$ cat config.mk
export PLATFORM = sky130hd
export DESIGN_NAME = dlsq_ram
export DESIGN_NICKNAME = d
export VERILOG_FILES = /design/src/hw/rtl/dlsq_ram.sv
export SDC_FILE = /design/constraint.sdc
export NUM_CORES = 1
export LEC_CHECK = 0
export BUFFER_PORTS_ARGS = -buffer_cell sky130_fd_sc_hd__buf_2
export CORE_MARGIN = 4
export CORE_UTILIZATION = 33
export CTS_CLUSTER_SIZE = 14
export DETAILED_ROUTE_END_ITERATION = 10
export HOLD_SLACK_MARGIN = 0.08
export PLACE_DENSITY = 0.56
export SLEW_MARGIN = 20
export SYNTH_ARGS = -nofsm -noshare
export SYNTH_HDL_FRONTEND = slang
export SYNTH_SLANG_ARGS = --single-unit
$ cat constraint.sdc
create_clock -name clk -period 2.25 [get_ports clk]
set_input_delay 0.1125 -clock clk [delete_from_list [all_inputs] [get_ports clk]]
set_output_delay 0.1125 -clock clk [all_outputs]
set_load 0.02 [all_outputs]
$ cat src/hw/rtl/dlsq_ram.sv
`default_nettype none
module dlsq_ram #(
    parameter int WIDTH = 8,
    parameter int DEPTH = 16
) (
    input  wire logic                     clk,
    input  wire logic                     we,
    input  wire logic [$clog2(DEPTH)-1:0] waddr,
    input  wire logic [WIDTH-1:0]         wdata,
    input  wire logic [$clog2(DEPTH)-1:0] raddr,
    output logic      [WIDTH-1:0]         rdata
);

    logic [WIDTH-1:0] mem [DEPTH];

    always_ff @(posedge clk)
    begin
        if (we)
        begin
            mem[waddr] <= wdata;
        end
        rdata <= mem[raddr];
    end

endmodule
`default_nettype wire

* After elaboration in Yosys (flattened, before gate mapping)
Memories as Yosys holds them, arrays and structs flattened. A register that Yosys moved wholly into a read port is not among the register bits. Index checks and enable logic that the tools add are counted.
Cells by class: mux-type cells 2
Operator list (number):
- 2-to-1 mux 1 bit | 2
Word-level totals: flip-flop bits (word level) 0, RAM bits 128, input bits 18, output and inout port bits 8, logic and storage cells 3, memories 1
Memories:
- mem | depth 16, bits a word 8, read ports 1, clocked after memory_dff 1, write ports 1, line 14 | logic [WIDTH-1:0] mem [DEPTH];

* Logic depth before layout (Yosys ltp)
Gate-level depths: netlist (run 1).
depth after elaboration 2, gate-level depth with buffers 5, gate-level depth less buffers 3

* Least setup slack after synthesis (run 1)
OpenSTA, ideal clock, no wires.
path type input -> register, start input waddr[2], end memory mem[0][0] (enable), library setup time 0.383 ns, arrival time 1.222 ns, data required time 1.867 ns, path slack 0.645 ns, cell stages on the path 2, path buffers 0, cell sequence or3b_2 nor3_1
RTL lines:
- from (decl) | line 8 | input wire logic [$clog2(DEPTH)-1:0] waddr,
- to (decl) | line 14
Straight into the memory's write port.

==> flow_metrics.env, run 1 <==
export IMPL_status="completed"
export IMPL_grt_max_degree=33
export IMPL_hold_path_depth=1
export IMPL_worstPathRequired_ns=2.54
export IMPL_worstSetupPathType="register to register"
export IMPL_tightest_slew_ns=0.740
export IMPL_vias=2425
export IMPL_finalClockSkew_ns=0.00585
export IMPL_power_mw=6.02
export IMPL_core_area_sq_um=15300
export IMPL_clkPwrFrac_pct=47.9
export IMPL_syn_nets=247
export IMPL_syn_inst=229
export IMPL_grt_use_total_pct=12.5
export IMPL_die_x_microns=133
export IMPL_place_area_sq_um=5620
export IMPL_syn_area_sq_um=5150
export IMPL_wl_per_cell_microns=20.2
export IMPL_htree_levels=4
export IMPL_holdWs_ns=0.0925
export IMPL_cts_tree="built"
export IMPL_reg2reg_slack_ns=0.91
export IMPL_firstDrtPassIters=4
export IMPL_viasPerCell=4.78
export IMPL_finalCritPeriodShare_pct=59.7
export IMPL_peakVddDrop_mv=0.769
export IMPL_clock_path_buffers=2
export IMPL_reg2reg_depth=3
export IMPL_cp_data_arrival_time_ns=1.63
export IMPL_stdcell_area_sq_um=6260
export IMPL_drt_iter0_drc=169
export IMPL_ys_async_sr_fraction_pct=0
export IMPL_dieArea_sq_um=17700
export IMPL_min_delay_start="wdata[2]"
export IMPL_nFillCells=1351
export IMPL_hold_path_class="input pin to register"
export IMPL_use_met1_pct=16.4
export IMPL_synth_commonest_cells="edfxtp_1, mux4_2, a22oi_1"
export IMPL_drc_errors=0
export IMPL_cts_sinks=136
export IMPL_dp_slack_ns=0.623
export IMPL_synth_sequential_area_ratio_pct=77.8
export IMPL_synth_edf_count=128
export IMPL_synth_top_area_share_pct=74.7
export IMPL_r2r_end="rdata[3]$_DFF_P_"
export IMPL_io_pins=26
export IMPL_power_switching_mw=1.17
export IMPL_die_y_microns=133
export IMPL_sw_frac_of_total_pct=19.5
export IMPL_power_internal_mw=4.85
export IMPL_hold_violations=0
export IMPL_leakage_nw=2.11
export IMPL_grt_busiest_layer="met2"
export IMPL_synthTopCellsByArea="edfxtp_1, mux4_2, mux4_1, dfxtp_1, a22oi_1"
export IMPL_drtAntennaViolNets=0
export IMPL_use_met2_pct=18.7
export IMPL_ys_types=19
export IMPL_post_synth_top_count_cell="edfxtp_1"
export IMPL_clk_latency_ns=0.41
export IMPL_syn_area_per_cell_sq_um=22.5
export IMPL_drive_above_1_share_pct=32.1
export IMPL_comb_power_share_pct=4.7
export IMPL_setup_violations=0
export IMPL_numCtsBuffers=17
export IMPL_rows=45
export IMPL_timing_final_ws_setup_ns=0.906
export IMPL_final_max_slew_viol_count=0
export IMPL_synth_largest_area_cell="edfxtp_1"
export IMPL_ys_warnings_count=0
export IMPL_hpwl_microns=6490
export IMPL_io_buffers=25
export IMPL_max_slew_margin_rel_pct=50.6
export IMPL_startpoint_type="register"
export IMPL_grt_pass1_vias=2512
export IMPL_antenna_found_initial=0
export IMPL_p_per_area_nw_per_um2=962
export IMPL_place_gp_congestion=0.702
export IMPL_initial_utilization_pct=33.7
export IMPL_endpoint_kind="register"
export IMPL_overflow=0
export IMPL_drt_total_wl_microns=10200
export IMPL_finalCriticalPeriod_ns=1.34
export IMPL_path_clk_slew_ns=0.06
export IMPL_grt_use_met3_pct=5.70
export IMPL_num_antenna_cells=0
export IMPL_finalSetupTns_ns=0
export IMPL_cts_root_buf="clkbuf_16"
export IMPL_nNetsFinal=301
export IMPL_area_growth_pct=21.6
export IMPL_grt_pass1_wl_microns=15600
export IMPL_hold_path_end="mem[2][2]$_DFFE_PP_"
export IMPL_maxCapViolCount=0
export IMPL_synth_ff_type="edfxtp_1"
export IMPL_reg2reg_from="mem[9][3]$_DFFE_PP_"
export IMPL_ys_ff_latch=136
export IMPL_rsz0062_at_grt="no"
export IMPL_seqPwrFrac_pct=47.4
export IMPL_cts_setup_buffers=0
export IMPL_crit_fanout=1
export IMPL_fmax_mhz=744
placed cells by master (no fill, tap or decap):
cell and n:
and2_1 1, nor3_1 4, clkbuf_8 2, buf_2 25
mux4_1 14, clkinv_4 1, nand3b_1 2, a22oi_1 16
clkinvlp_4 3, nor2_1 13, buf_4 17, or3b_2 1
and2b_1 1, edfxtp_1 128, clkinv_2 5, nand2b_1 2
nor2b_1 1, buf_12 2, dfxtp_1 8, nand3_1 1
dlygate4sd3_1 1, clkbuf_16 17, mux4_2 18, bufinv_16 4
nand2_1 9
area by class of cell:
type	instances	area, sq um	share of cell area [%]
Sequential cell	136	4000	64.0
Multi-Input combinational cell	83	1060	16.9
Clock inverter	13	176	2.82
Clock buffer	19	453	7.24
Timing Repair Buffer	45	303	4.84
Tap cell	211	264	4.22
routing by layer:
layer  routed length (microns)  part of all wire [%]  vias up
met5                         0                     0        -
met4                       112                   1.1        0
met3                       823                   8.1       10
met2                      4750                    47       90
met1                      4530                    44     1242
li1                          -                     -     1083
worst max-delay path by stage:
stage / from / endpoint / slack, ns / depth (start not counted)
after floorplan: waddr[2] / mem[0][0]$_DFFE_PP_ / 0.64 / 2
after global placement: raddr[0] / rdata[3]$_DFF_P_ / 0.63 / 5
after detailed placement: raddr[0] / rdata[3]$_DFF_P_ / 0.62 / 5
after CTS: mem[9][3]$_DFFE_PP_ / rdata[3]$_DFF_P_ / 0.88 / 3
after global routing: mem[8][3]$_DFFE_PP_ / rdata[3]$_DFF_P_ / 0.81 / 3
final: mem[9][3]$_DFFE_PP_ / rdata[3]$_DFF_P_ / 0.91 / 3
critical path, cell delays in order (launching register included):
cell and delay (ns):
edfxtp_1 0.35, mux4_1 0.52, a22oi_1 0.29, nand2_1 0.08
cell families after synthesis:
kind of cell    synth area share, %
compound gates                 2.33
buf+inv                        1.68
flops                          77.8
mux                            15.0
simple gates                   3.18
state kept, by name, indices dropped and copies added (netlist names):
register  count
rdata         8
mem         128
repair_timing:
item | CTS | global route
resized for setup | 0 | 0
hold endpoints to repair | 16 | 0
hold buffers | 1 | 0
stage by stage:
step / utilization [%] / instances
finish: 41.0 / 507
global route: 41.0 / 507
CTS: 41.0 / 507
detailed placement: 36.8 / 474
global placement: 36.8 / 474
floorplan: - / 229
power by group through the flow:
| stage | Clock (mW) | Sequential (mW) | Combinational, mW |
|---|---|---|---|
| floorplan | 0 | 2.92 | 0.144 |
| global placement | 0 | 2.90 | 0.281 |
| detailed placement | 0 | 2.90 | 0.288 |
| CTS | 2.95 | 2.85 | 0.291 |
| global route | 3.07 | 2.86 | 0.310 |
| finish | 2.89 | 2.85 | 0.283 |
(Power assumes the default switching activity.)
==> inputs of run 2 (changes only) <==
--- a/config.mk
+++ b/config.mk
@@ -11,7 +11,7 @@
 export CTS_CLUSTER_SIZE = 14
 export DETAILED_ROUTE_END_ITERATION = 10
 export HOLD_SLACK_MARGIN = 0.08
-export PLACE_DENSITY = 0.56
+export PLACE_DENSITY = 0.58
 export SLEW_MARGIN = 20
 export SYNTH_ARGS = -nofsm -noshare
 export SYNTH_HDL_FRONTEND = slang
==> constraint.sdc (replaced) <==
create_clock -name clk -period 1.13 [get_ports clk]
set_input_delay 0.0565 -clock clk [delete_from_list [all_inputs] [get_ports clk]]
set_output_delay 0.0565 -clock clk [all_outputs]
set_load 0.02 [all_outputs]
==> run 2 against run 1 <==
The run now ends with negative setup slack left; flip-flop and latch count stayed put; clock skew up 0.0071 ns; die area unchanged; worst hold slack gained 0.10 ns; register-to-register slack lost 1.0 ns; critical endpoint unchanged.
==> flow_metrics.env, run 2 (synthesized netlist as in run 1, its figures left out) <==
export IMPL_area_growth_pct=26.3
export IMPL_worstPathRequired_ns=1.43
export IMPL_antenna_found_initial=0
export IMPL_timing_final_ws_setup_ns=-0.119
export IMPL_stdcell_area_sq_um=6500
export IMPL_hpwl_microns=6430
export IMPL_p_per_area_nw_per_um2=1810
export IMPL_cts_root_buf="clkbuf_16"
export IMPL_final_common_cell="edfxtp_1"
export IMPL_numCtsBuffers=17
export IMPL_die_y_microns=133
export IMPL_tightest_slew_ns=0.973
export IMPL_grt_pass1_wl_microns=15800
export IMPL_io_buffers=25
export IMPL_cp_data_arrival_time_ns=1.55
export IMPL_leakage_nw=2.18
export IMPL_largest_register_ffs=128
export IMPL_viasPerCell=4.69
export IMPL_wl_per_cell_microns=18.9
export IMPL_top_register="mem"
export IMPL_fmax_mhz=801
export IMPL_finalNonFillerCells=525
export IMPL_drive_above_1_share_pct=41.4
export IMPL_rows=45
export IMPL_finalClockSkew_ns=0.0130
export IMPL_crit_chain="mux4_2, a22oi_2, nand2_1"
export IMPL_overflow=0
export IMPL_status="complete, but fails checks"
export IMPL_finalCritPeriodShare_pct=111
export IMPL_htree_levels=4
export IMPL_path_clk_slew_ns=0.06
export IMPL_maxCapViolCount=0
export IMPL_place_area_sq_um=5810
export IMPL_finalSetupTns_ns=-0.773
export IMPL_core_area_sq_um=15300
export IMPL_firstDrtPassIters=4
export IMPL_initial_utilization_pct=33.7
export IMPL_crit_fanout=1
export IMPL_final_max_slew_viol_count=0
export IMPL_layout_common_cells="edfxtp_1, mux4_2, buf_2, buf_4, clkbuf_16"
export IMPL_setup_violations=8
export IMPL_cts_tree="built"
export IMPL_grt_pass1_vias=2670
export IMPL_failed_checks="negative setup slack"
export IMPL_drt_total_wl_microns=9910
export IMPL_peakVddDrop_mv=1.29
export IMPL_drc_errors=0
export IMPL_worstSetupPathType="register to register"
export IMPL_cts_sinks=136
export IMPL_max_slew_margin_rel_pct=34.9
export IMPL_grt_max_degree=21
export IMPL_clock_path_buffers=2
export IMPL_endpoint_kind="register"
export IMPL_io_pins=26
export IMPL_drtAntennaViolNets=0
export IMPL_dieArea_sq_um=17700
export IMPL_nNetsFinal=319
export IMPL_hold_path_class="input pin to register"
export IMPL_dp_slack_ns=-0.335
export IMPL_crit_path_max_incr_delay_ns=0.50
export IMPL_crit_slowest_cell="mux4_2"
export IMPL_reg_top3="mem x128, rdata x8"
export IMPL_die_x_microns=133
export IMPL_finalCriticalPeriod_ns=1.25
export IMPL_num_antenna_cells=0
export IMPL_drt_iter0_drc=260
export IMPL_cts_setup_buffers=0
export IMPL_dp_cells=485
export IMPL_clk_latency_ns=0.42
export IMPL_rsz0062_at_grt="yes"
export IMPL_vias=2464
export IMPL_startpoint_type="register"
export IMPL_nFillCells=1330
export IMPL_place_gp_congestion=0.729
export IMPL_grt_use_total_pct=12.3
export IMPL_hold_violations=0
==> run 2: stage by stage <==
stage	util [%]	power (mW)	hold slack [ns]
global route	42.6	12.2	0.207
detailed placement	38.0	6.40	0.454
global placement	38.0	6.39	0.449
floorplan	-	6.11	0.155
finish	42.6	11.8	0.196
CTS	42.6	11.8	0.188
==> run 2: final timing paths <==
check / from / endpoint / slack [ns] / cells past startpoint
setup / recovery: mem[3][3]$_DFFE_PP_ / rdata[3]$_DFF_P_ / -0.12 / 3
hold / removal: waddr[1] / mem[8][5]$_DFFE_PP_ / 0.20 / 3
setup reg to reg: mem[3][3]$_DFFE_PP_ / rdata[3]$_DFF_P_ / -0.12 / 3
hold reg to reg: mem[14][7]$_DFFE_PP_ / rdata[7]$_DFF_P_ / 0.68 / 3
==> run 2: critical path: cells and delay by family, from the launching register on <==
| family | cells | cell delay [ns] |
|---|---|---|
| AOI/OAI and AO/OA | 1 | 0.18 |
| and+or+nand+nor | 1 | 0.09 |
| muxes | 1 | 0.50 |
| DFF | 1 | 0.37 |
==> run 2: repair_timing <==
item	4_1_cts	5_1_grt
pin swaps	4	2
gates resized for setup	12	3
hold buffers	8	0
hold endpoints to repair	128	0
setup endpoints to repair	8	8
==> run 2: report_power, final <==
| group | leakage, nW | switching, mW | internal (mW) |
|---|---|---|---|
| Sequential | 1.22 | 0.0318 | 5.64 |
| Combinational | 0.663 | 0.357 | 0.304 |
| Clock | 0.289 | 2.00 | 3.43 |
| Total | 2.18 | 2.39 | 9.37 |
==> run 2: per-layer routing <==
| layer | share of wire, % | track usage, % | wire length, microns |
|---|---|---|---|
| met3 | 5.4 | 4.18 | 537 |
| met5 | 0 | 0 | 0 |
| met4 | 1.1 | 3.98 | 105 |
| met2 | 48 | 19.0 | 4800 |
| met1 | 45 | 16.3 | 4460 |
==> run 2: layout make-up <==
type,count,area [sq um],share of cell area (%)
Tap cell,211,264,4.06
Sequential cell,136,4000,61.6
Clock inverter,15,160,2.46
Clock buffer,17,425,6.54
Timing Repair Buffer,63,543,8.35
Multi-Input combinational cell,83,1110,17.0
==> inputs of run 3 (changes only) <==
--- a/config.mk
+++ b/config.mk
@@ -5,6 +5,7 @@
 export SDC_FILE = /design/constraint.sdc
 export NUM_CORES = 1
 export LEC_CHECK = 0
+export ABC_AREA = 1
 export BUFFER_PORTS_ARGS = -buffer_cell sky130_fd_sc_hd__buf_2
 export CORE_MARGIN = 4
 export CORE_UTILIZATION = 33
==> run 3 against run 2 <==
The flow now finishes without violations; register-to-register slack improved by 0.22 ns; power rose by 7.0%; combinational power increased by 16%; fmax is 22% higher; cell count grew 61%; critical path type is now register to primary output; largest cell class unchanged; largest power group is now the clock network; highest routed layer unchanged.
==> flow_metrics.env, run 3 <==
export IMPL_timing_final_ws_setup_ns=0.106
export IMPL_rsz0062_at_grt="no"
export IMPL_final_max_slew_viol_count=0
export IMPL_syn_area_sq_um=5770
export IMPL_finalClockSkew_ns=0.00826
export IMPL_sw_frac_of_total_pct=20.3
export IMPL_route_met2_wl_microns=6500
export IMPL_synth_sequential_area_ratio_pct=69.4
export IMPL_power_mw=12.6
export IMPL_critical_path_top_delay_family="flip-flops"
export IMPL_place_gp_congestion=0.776
export IMPL_leakage_nw=3.05
export IMPL_startpoint_type="register"
export IMPL_finalCritPeriodShare_pct=90.7
export IMPL_p_per_area_nw_per_um2=1790
export IMPL_drive_above_1_share_pct=13.8
export IMPL_worstSetupPathType="register to primary output"
export IMPL_synth_edf_count=128
export IMPL_wl_met3_microns=641
export IMPL_grt_pass1_wl_microns=20700
export IMPL_drt_total_wl_microns=12800
export IMPL_wl_per_cell_microns=15.1
export IMPL_ys_async_sr_fraction_pct=0
export IMPL_power_internal_mw=10.0
export IMPL_hold_path_class="input pin to register"
export IMPL_nNetsFinal=626
export IMPL_holdWs_ns=0.113
export IMPL_drt_iter0_drc=366
export IMPL_wl_met1_microns=5520
export IMPL_clk_latency_ns=0.40
export IMPL_area_growth_pct=22.1
export IMPL_hold_violations=0
export IMPL_cts_sinks=136
export IMPL_hpwl_microns=7860
export IMPL_numCtsBuffers=17
export IMPL_worstPathRequired_ns=1.07
export IMPL_top_register="mem"
export IMPL_crit_path_max_incr_delay_ns=0.38
export IMPL_crit_chain="buf_2"
export IMPL_overflow=0
export IMPL_synthTopCellsByArea="edfxtp_1, nand2_1, nand3_1, inv_1, dfxtp_1"
export IMPL_crit_buf_inv=1
export IMPL_initial_utilization_pct=33.5
export IMPL_ys_warnings_count=0
export IMPL_ys_ff_latch=136
export IMPL_synth_top_area_share_pct=66.7
export IMPL_largest_register_ffs=128
export IMPL_syn_nets=569
export IMPL_grt_max_degree=65
export IMPL_vias=3765
export IMPL_finalNonFillerCells=846
export IMPL_syn_inst=551
export IMPL_rows=48
export IMPL_core_area_sq_um=17200
export IMPL_layout_common_cells="nand2_1, edfxtp_1, inv_1, nand3_1, buf_2"
export IMPL_cts_tree="built"
export IMPL_io_buffers=25
export IMPL_io_pins=26
export IMPL_htree_levels=4
export IMPL_path_clk_slew_ns=0.06
export IMPL_comb_power_share_pct=6.1
export IMPL_endpoint_kind="primary output"
export IMPL_syn_area_per_cell_sq_um=10.5
export IMPL_final_common_cell="nand2_1"
export IMPL_num_antenna_cells=0
export IMPL_grt_use_total_pct=13.7
export IMPL_antenna_found_initial=0
export IMPL_synth_largest_area_cell="edfxtp_1"
export IMPL_stdcell_area_sq_um=7040
export IMPL_max_slew_margin_rel_pct=74.5
export IMPL_ys_types=12
export IMPL_dieArea_sq_um=19700
export IMPL_grt_pass1_vias=3742
export IMPL_crit_fanout=1
export IMPL_firstDrtPassIters=4
export IMPL_clock_path_buffers=2
export IMPL_clkPwrFrac_pct=48.8
export IMPL_die_x_microns=140
export IMPL_cts_setup_buffers=0
export IMPL_setup_violations=0
export IMPL_final_core_util_pct=40.8
export IMPL_viasPerCell=4.45
export IMPL_crit_slowest_cell="dfxtp_1"
export IMPL_cts_root_buf="clkbuf_16"
export IMPL_tightest_slew_ns=0.382
export IMPL_finalSetupTns_ns=0
export IMPL_die_y_microns=140
export IMPL_top_layer="met4"
export IMPL_synth_commonest_cells="nand2_1, edfxtp_1, inv_1"
export IMPL_maxCapViolCount=0
export IMPL_synth_ff_type="edfxtp_1"
export IMPL_drc_errors=0
export IMPL_dp_cells=806
export IMPL_seqPwrFrac_pct=45.1
export IMPL_reg_top3="mem x128, rdata x8"
export IMPL_finalCriticalPeriod_ns=1.02
export IMPL_place_area_sq_um=6300
export IMPL_peakVddDrop_mv=0.990
export IMPL_power_switching_mw=2.56
export IMPL_drtAntennaViolNets=0
export IMPL_status="completed"
export IMPL_cp_data_arrival_time_ns=0.97
export IMPL_fmax_mhz=976
export IMPL_dp_slack_ns=0.0445
export IMPL_post_synth_top_count_cell="nand2_1"
## run 3: path summary, 6_finish.rpt
check        depth (start not counted)                to            startpoint  slack [ns]
max                                  1          rdata[2]      rdata[2]$_DFF_P_        0.11
min reg2reg                          6  rdata[4]$_DFF_P_  mem[14][4]$_DFFE_PP_        0.67
max reg2reg                          6  rdata[7]$_DFF_P_   mem[1][7]$_DFFE_PP_        0.11
min                                  4  rdata[4]$_DFF_P_              raddr[3]        0.11
## run 3: cell type report
class | instances | area [sq um]
Fill cell | 1627 | 10200
Sequential cell | 136 | 4000
Multi-Input combinational cell | 289 | 1210
Timing Repair Buffer | 62 | 498
Clock buffer | 19 | 433
Inverter | 102 | 383
Tap cell | 225 | 282
Clock inverter | 13 | 226
## run 3: power by group through the flow
stage	Combinational (mW)	Sequential, mW	Clock [mW]
floorplan	0.398	5.81	0
global placement	0.733	5.78	0
detailed placement	0.746	5.78	0
CTS	0.776	5.68	6.20
global route	0.860	5.68	6.46
finish	0.768	5.67	6.14
## run 3: cells by family (layout without fill, tap and decap cells)
kind of cell  after synthesis  after routing  share of synthesized area, %
buf+inv                   126            196                          9.52
flops                     136            136                          69.4
simple gates              289            289                          21.0
## run 3: layer usage
metal	vias up	global-route usage [%]
li1	1884	-
met1	1777	17.2
met2	97	23.4
met3	7	3.18
met4	0	4.44
met5	-	0
## run 3: what timing repair did
item / 4_1_cts / 5_1_grt
resized for setup: 0 / 0
hold endpoints to repair: 121 / 0
hold buffers: 8 / 0
## run 3: worst reg2reg max path: cells and delay by family (launching register included)
kind,cells,cell delay (ns)
AND/OR/NAND/NOR,5,0.49
flip-flops,1,0.36
buffers and inverters,1,0.06
